$ cat src/hw/rtl/pcu_pkg.sv
package pcu_pkg;

   // Number of counter lanes in the bank
   localparam int NUM_COUNTERS = 8;

   // Register map and masks
   localparam logic [31:0] CTRL_MASK   = 32'hffff1ff9;
   localparam logic [3:0]  ACCESS_WORD = 4'd4;

   typedef enum logic [1:0] {
      OP_READ  = 2'd0,
      OP_WRITE = 2'd1,
      OP_TICK  = 2'd2
   } op_type;

   // Offset bits 8:7 pick the register region
   typedef enum logic [1:0] {
      REGION_GLOBAL  = 2'd0,
      REGION_COUNTER = 2'd1,
      REGION_CONTROL = 2'd2,
      REGION_STATUS  = 2'd3
   } region_type;

   // Per-lane command from the bank decoder
   typedef struct packed {
      logic        value_we;
      logic        control_we;
      logic        status_we;
      logic        tick;
      logic        too_wide;
      logic        irq_prev;
      logic [31:0] data;
      logic [31:0] cycles;
   } lane_cmd_type;

   // Per-lane state seen by the bank
   typedef struct packed {
      logic        ovf;
      logic        intr;
      logic        ovf_next;
      logic [31:0] value;
      logic [31:0] control;
   } lane_stat_type;

endpackage

$ cat src/hw/rtl/pcu_counter.sv
module pcu_counter
   import pcu_pkg::*;
(
   input  logic          clock,
   input  logic          reset,
   input  lane_cmd_type  cmd,
   output lane_stat_type stat
);

   logic [31:0] value_ff, value_in;
   logic [31:0] control_ff, control_in;
   logic        ovf_ff, ovf_in;
   logic        intr_ff, intr_in;

   logic        selected;
   logic [31:0] sum;
   logic        ovf_hit;

   // Tick adder and overflow test (bit 31 falling, or forced)
   assign selected = |control_ff[31:16];
   assign sum      = value_ff + cmd.cycles;
   assign ovf_hit  = (value_ff[31] & ~sum[31]) | cmd.too_wide;

   // Next state
   always_comb begin
      value_in   = value_ff;
      control_in = control_ff;
      ovf_in     = ovf_ff;
      intr_in    = intr_ff;
      if (cmd.value_we) begin
         value_in = cmd.data;
      end
      if (cmd.control_we) begin
         control_in = cmd.data & CTRL_MASK;
      end
      if (cmd.status_we) begin
         ovf_in  = ovf_ff & ~cmd.data[0];
         intr_in = intr_ff & ~cmd.data[4];
      end
      if (cmd.tick && selected) begin
         value_in = sum;
         if (ovf_hit) begin
            ovf_in = 1'b1;
            if (control_ff[0] && !cmd.irq_prev) begin
               intr_in = 1'b1;
            end
         end
      end
   end

   always_ff @(posedge clock) begin
      if (reset) begin
         value_ff   <= '0;
         control_ff <= '0;
         ovf_ff     <= 1'b0;
         intr_ff    <= 1'b0;
      end else begin
         value_ff   <= value_in;
         control_ff <= control_in;
         ovf_ff     <= ovf_in;
         intr_ff    <= intr_in;
      end
   end

   assign stat.ovf      = ovf_ff;
   assign stat.intr     = intr_ff;
   assign stat.ovf_next = ovf_in;
   assign stat.value    = value_ff;
   assign stat.control  = control_ff;

endmodule

$ cat src/hw/rtl/pcu_bank.sv
module pcu_bank
   import pcu_pkg::*;
(
   input  logic        clock,
   input  logic        reset,
   input  logic        exec,
   input  logic [1:0]  operation,
   input  logic [8:0]  byte_offset,
   input  logic [3:0]  access_bytes,
   input  logic [31:0] write_data,
   input  logic [31:0] elapsed_cycles,
   input  logic        elapsed_too_wide,
   output logic [31:0] read_data,
   output logic        irq_next
);

   logic          enable_ff, enable_in;
   logic          irq_ff, irq_in;
   logic          access_ok;
   logic          is_read, is_write, is_tick;
   region_type    region;
   logic [4:0]    slot;
   logic          global_hit;
   lane_cmd_type  cmd [NUM_COUNTERS];
   lane_stat_type stat [NUM_COUNTERS];
   logic [NUM_COUNTERS-1:0] ovf_next_vec;

   // Decode of the word
   assign access_ok  = (byte_offset[1:0] == 2'b00) && (access_bytes == ACCESS_WORD);
   assign is_read    = exec && (operation == OP_READ) && access_ok;
   assign is_write   = exec && (operation == OP_WRITE) && access_ok;
   assign is_tick    = exec && (operation == OP_TICK) && enable_ff;
   assign region     = region_type'(byte_offset[8:7]);
   assign slot       = byte_offset[6:2];
   assign global_hit = (region == REGION_GLOBAL) && (slot == 5'd0);

   // Counter lanes
   for (genvar i = 0; i < NUM_COUNTERS; i++) begin : g_lane
      always_comb begin
         cmd[i].value_we   = is_write && (region == REGION_COUNTER) && (slot == 5'(i));
         cmd[i].control_we = is_write && (region == REGION_CONTROL) && (slot == 5'(i));
         cmd[i].status_we  = is_write && (region == REGION_STATUS) && (slot == 5'(i));
         cmd[i].tick       = is_tick;
         cmd[i].too_wide   = elapsed_too_wide;
         cmd[i].irq_prev   = irq_ff;
         cmd[i].data       = write_data;
         cmd[i].cycles     = elapsed_cycles;
      end

      pcu_counter u_counter (
         .clock (clock),
         .reset (reset),
         .cmd   (cmd[i]),
         .stat  (stat[i])
      );

      assign ovf_next_vec[i] = stat[i].ovf_next;
   end

   // Read mux
   always_comb begin
      read_data = '0;
      if (is_read) begin
         if (global_hit) begin
            read_data = {31'd0, enable_ff};
         end
         for (int i = 0; i < NUM_COUNTERS; i++) begin
            if (slot == 5'(i)) begin
               case (region)
                  REGION_COUNTER: read_data = stat[i].value;
                  REGION_CONTROL: read_data = stat[i].control;
                  REGION_STATUS:  read_data = {27'd0, stat[i].intr, 3'd0, stat[i].ovf};
                  default:        ;
               endcase
            end
         end
      end
   end

   // Global enable and interrupt level
   assign enable_in = (is_write && global_hit) ? write_data[0] : enable_ff;
   assign irq_in    = enable_in & (|ovf_next_vec);
   assign irq_next  = irq_in;

   always_ff @(posedge clock) begin
      if (reset) begin
         enable_ff <= 1'b0;
         irq_ff    <= 1'b0;
      end else begin
         enable_ff <= enable_in;
         irq_ff    <= irq_in;
      end
   end

endmodule

$ cat src/hw/rtl/cycle_performance_counter_unit.sv
// Performance counter bank: a global enable and eight 32-bit counters, each
// with a control and a status register, reached through bus read and write
// words; a tick adds elapsed cycles to every selected counter while enabled.
// Every word gives one response carrying read data (zero for writes, ticks
// and ignored accesses) and the interrupt level after the word. A word is
// registered on entry, executed against the register bank when the response
// register can take its result, and its response registered, so one word is
// taken every clock while rsp_stall is low. The response register
// lets a new word enter while a finished response waits on rsp_stall.
module cycle_performance_counter_unit
   import pcu_pkg::*;
(
   input  logic        clock,
   input  logic        reset,
   input  logic        req_valid,
   output logic        req_stall,
   input  logic [1:0]  req_operation,
   input  logic [8:0]  req_byte_offset,
   input  logic [3:0]  req_access_bytes,
   input  logic [31:0] req_write_data,
   input  logic [31:0] req_elapsed_cycles,
   input  logic        req_elapsed_too_wide,
   output logic        rsp_valid,
   input  logic        rsp_stall,
   output logic [31:0] rsp_read_data,
   output logic        rsp_irq_line
);

   logic        in_valid_ff, in_valid_in;
   logic [1:0]  operation_ff;
   logic [8:0]  byte_offset_ff;
   logic [3:0]  access_bytes_ff;
   logic [31:0] write_data_ff;
   logic [31:0] elapsed_cycles_ff;
   logic        elapsed_too_wide_ff;
   logic        out_valid_ff, out_valid_in;
   logic [31:0] read_data_ff;
   logic        irq_line_ff;
   logic        advance;
   logic        accept;
   logic [31:0] bank_read_data;
   logic        bank_irq;

   // Handshake
   assign advance     = in_valid_ff && (!out_valid_ff || !rsp_stall);
   assign req_stall   = in_valid_ff && !advance;
   assign accept      = req_valid && !req_stall;
   assign in_valid_in = accept | (in_valid_ff & ~advance);
   assign out_valid_in = advance | (out_valid_ff & rsp_stall);

   always_ff @(posedge clock) begin
      if (reset) begin
         in_valid_ff  <= 1'b0;
         out_valid_ff <= 1'b0;
      end else begin
         in_valid_ff  <= in_valid_in;
         out_valid_ff <= out_valid_in;
      end
   end

   // Input word register
   always_ff @(posedge clock) begin
      if (accept) begin
         operation_ff        <= req_operation;
         byte_offset_ff      <= req_byte_offset;
         access_bytes_ff     <= req_access_bytes;
         write_data_ff       <= req_write_data;
         elapsed_cycles_ff   <= req_elapsed_cycles;
         elapsed_too_wide_ff <= req_elapsed_too_wide;
      end
   end

   pcu_bank u_bank (
      .clock            (clock),
      .reset            (reset),
      .exec             (advance),
      .operation        (operation_ff),
      .byte_offset      (byte_offset_ff),
      .access_bytes     (access_bytes_ff),
      .write_data       (write_data_ff),
      .elapsed_cycles   (elapsed_cycles_ff),
      .elapsed_too_wide (elapsed_too_wide_ff),
      .read_data        (bank_read_data),
      .irq_next         (bank_irq)
   );

   // Response register
   always_ff @(posedge clock) begin
      if (advance) begin
         read_data_ff <= bank_read_data;
         irq_line_ff  <= bank_irq;
      end
   end

   assign rsp_valid     = out_valid_ff;
   assign rsp_read_data = read_data_ff;
   assign rsp_irq_line  = irq_line_ff;

endmodule

$ cat config.mk
export PLATFORM = sky130hd
export DESIGN_NAME = cycle_performance_counter_unit
export DESIGN_NICKNAME = d
export VERILOG_FILES = /design/src/hw/rtl/pcu_pkg.sv /design/src/hw/rtl/pcu_counter.sv /design/src/hw/rtl/pcu_bank.sv /design/src/hw/rtl/cycle_performance_counter_unit.sv
export SDC_FILE = /design/constraint.sdc
export NUM_CORES = 2
export LEC_CHECK = 0
export ABC_CLOCK_PERIOD_IN_PS = 10200
export BUFFER_PORTS_ARGS = -buffer_cell sky130_fd_sc_hd__buf_4
export CORE_ASPECT_RATIO = 1.2
export CORE_MARGIN = 2
export CORE_UTILIZATION = 45
export DETAILED_ROUTE_END_ITERATION = 10
export PLACE_DENSITY_LB_ADDON = 0.2
export SKIP_LAST_GASP = 1
export SLEW_MARGIN = 25
export SYNTH_ARGS = -nofsm -noshare
export SYNTH_HDL_FRONTEND = slang
export SYNTH_SLANG_ARGS = --single-unit
$ cat constraint.sdc
create_clock -name clock -period 10.2 [get_ports clock]
set_input_delay 2.04 -clock clock [delete_from_list [all_inputs] [get_ports clock]]
set_output_delay 2.04 -clock clock [all_outputs]
set_load 0.05 [all_outputs]
==> results.txt <==
critical path class: input pin to register
first-pass GRT wire length: 215 mm
main combinational cell family by area after synthesis: compound AO/OA/AOI/OAI gates
Std-Cell Rows: 117
Total Wirelength: 144 mm
TNS Setup: 0 ps
maximum fanout along the worst path: 44
Final Hold Viols: 0
sequential share of the synthesized area: 0.343
RSZ-0062 raised after global routing: no
DR WL met3: 10.6 mm
Slew Viols, Final: 0
Starting Density: 0.454
Primary FF master, synth: dfxtp_1
Synth Register Bits: 605
Slew headroom: 0.120
Hold Path Class: register to register
Pleak: 15.7 nW
worst-skew pair later-pin latency: 660 ps
Peak VDD IR: 0.122 mV
pin slew with the least headroom to its limit: 1320 ps
Post-Synth XOR/XNOR Area: 0.0431
Setup crit start kind: input pin
Mean Syn Cell Area: 8.16 µm²
Syn Inst Count: 4727
IO Port Bufs: 118
highest routed metal layer: met5
wire per inst: 24.5 µm
gr usage total: 0.316
Post-layout nets: 5041
Clock Path Buffers: 3
metal1 wirelength: 60.5 mm
setup violators final: 0
cell taking the most area after synthesis: dfxtp_1
# hold bufs at CTS: 0
Worst-path clk slew: 60 ps
Post-DRT Antenna Nets: 0
most common cell after layout, fill and taps aside: nand2_1
Final HPWL DP: 99.3 mm
post-synthesis adder-cell area fraction: 0.0846
Vias/cell: 6.32
# Max-Cap Violations: 0
Yosys top cell area share: 0.255
Placement Cell Area: 40700 µm²
DR WL met2: 63.8 mm
status: finished clean
largest net degree at the start of global routing: 185
Synth area leaders: dfxtp_1, edfxtp_1, ha_1, nand2_1, a21oi_1
GRT overflow: 0
vias in the first global route: 34.0k
CP required: 10660 ps
initial antenna violation count: 2
drt first pass iters: 6
clock sinks: 605
Root Driver: clkbuf_16
most frequent cells in the layout: nand2_1, dfxtp_1, a21oi_1
# DRC: 0
DR vias: 37.2k
worst endpoint data arrival time: 5890 ps
Die H: 325 µm
Synth Area in Simple Gates: 0.170
Post-synth EDFFs: 113
period utilisation layout: 0.532
Die ar.: 88100 µm²
initial drt markers: 3827
Max Freq: 184 MHz
CTS tree: yes
Area growth, synth to finish: 11.7%
Yosys warnings: 0
Min Clock Period, post-route: 5430 ps
distinct cell type count after synthesis: 87
post-CTS setup buffer count: 0
IO Pins: 119
P per Cell Area: 130 nW/µm²
Synth Area in Compound Gates: 0.282
Post-CTS Resized: 0
final instance area: 43100 µm²
FFs w/ async S/R, synth: 0
core region area: 84900 µm²
H-tree depth: 3
synthesized area: 38600 µm²
Die Wd: 271 µm
syn nets: 5067
Crit. End Element: register
layout cells sized above 1: 0.0918
clk_skew: 33.8 ps
TritonCTS Buffers: 70
mux cell area share after synthesis: 0.0406
GPL Wtd Cong: 0.938
flip-flops by register name (all words and copies together) (netlist names):
name                                flops
u_bank.g_lane.u_counter.intr_ff         8
u_bank.enable_ff                        1
rsp_read_data                          32
operation_ff                            2
byte_offset_ff                          9
u_bank.g_lane.u_counter.ovf_ff          8
rsp_irq_line                            1
write_data_ff                          32
u_bank.irq_ff                           1
access_bytes_ff                         4
elapsed_too_wide_ff                     1
rsp_valid                               1
u_bank.g_lane.u_counter.value_ff      256
in_valid_ff                             1
elapsed_cycles_ff                      32
u_bank.g_lane.u_counter.control_ff    216
metal layers:
layer,global-route usage,vias to the layer above
li1,-,17506
met3,0.0433,366
met4,0.182,2
met2,0.489,1639
met1,0.420,17727
met5,0,-
path summary, 6_finish.rpt:
path              slack (ps)  cells past startpoint                                     start                                       end
setup reg to reg        5320                     11                      elapsed_cycles_ff[4]                              rsp_irq_line
hold / removal           450                      2  u_bank.g_lane[6].u_counter.control_ff[6]  u_bank.g_lane[6].u_counter.control_ff[6]
hold reg to reg          450                      2  u_bank.g_lane[6].u_counter.control_ff[6]  u_bank.g_lane[6].u_counter.control_ff[6]
setup / recovery        4770                     12                                 rsp_stall   u_bank.g_lane[1].u_counter.value_ff[28]
logic make-up (layout without fill, tap and decap cells):
| group | Yosys count | after routing |
|---|---|---|
| simple gates | 1512 | 1512 |
| mux | 153 | 153 |
| xor+xnor | 189 | 189 |
| buf+inv | 362 | 393 |
| flops | 605 | 605 |
| compound gates | 1650 | 1650 |
| other cells | 0 | 1 |
| fa+ha+maj | 256 | 256 |
cells in the mapped netlist, types with 51 or more instances:
cell      instances
a31oi_1          64
nor2_1          387
nand2_1         748
a22oi_1         169
ha_1            248
a311oi_1         80
a21o_1          120
dfxtp_1         492
o21ai_0         234
clkbuf_1        280
mux2i_1         124
a211oi_1        164
xor2_1           74
nor2b_1          51
a21oi_1         491
xnor2_1         114
nand3_1          63
edfxtp_1        113
area by class of cell:
type / instances / area [µm²]
well taps: 1130 / 1410
diodes: 1 / 2.50
inverters: 50 / 188
repair buffers: 214 / 1650
fillers: 8167 / 41800
flip-flops and latches: 605 / 13200
clock inverters: 33 / 408
multi-input cells: 3760 / 24200
clock buffers: 96 / 1980
critical path: stages:
cell and delay, ps:
buf_4 130, a21boi_4 100, buf_4 490, nand3_1 170, nor2_2 440, nand2_4 480
buf_4 470, nor2_2 660, buf_4 400, nor2b_1 80, a211oi_1 240, a211oi_1 80
power by group:
part / total (mW) / internal (mW) / switching (mW)
logic: 0.409 / 0.129 / 0.281
clock network: 2.68 / 1.55 / 1.12
registers: 2.53 / 2.46 / 0.0641
total: 5.61 / 4.14 / 1.47
per-stage QoR:
stage / util / setup WS, ps / total power [mW] / std cells / hold WS, ps
after floorplan: - / 3690 / 2.80 / 4727 / 434
after global placement: 0.478 / 4310 / 2.98 / 5759 / 441
after detailed placement: 0.479 / 4210 / 2.98 / 5759 / 445
after CTS: 0.507 / 4860 / 5.63 / 5888 / 454
after global routing: 0.507 / 4500 / 5.75 / 5888 / 467
final: 0.507 / 4770 / 5.61 / 5889 / 453
Note: power is estimated with default switching activity, not from simulation.
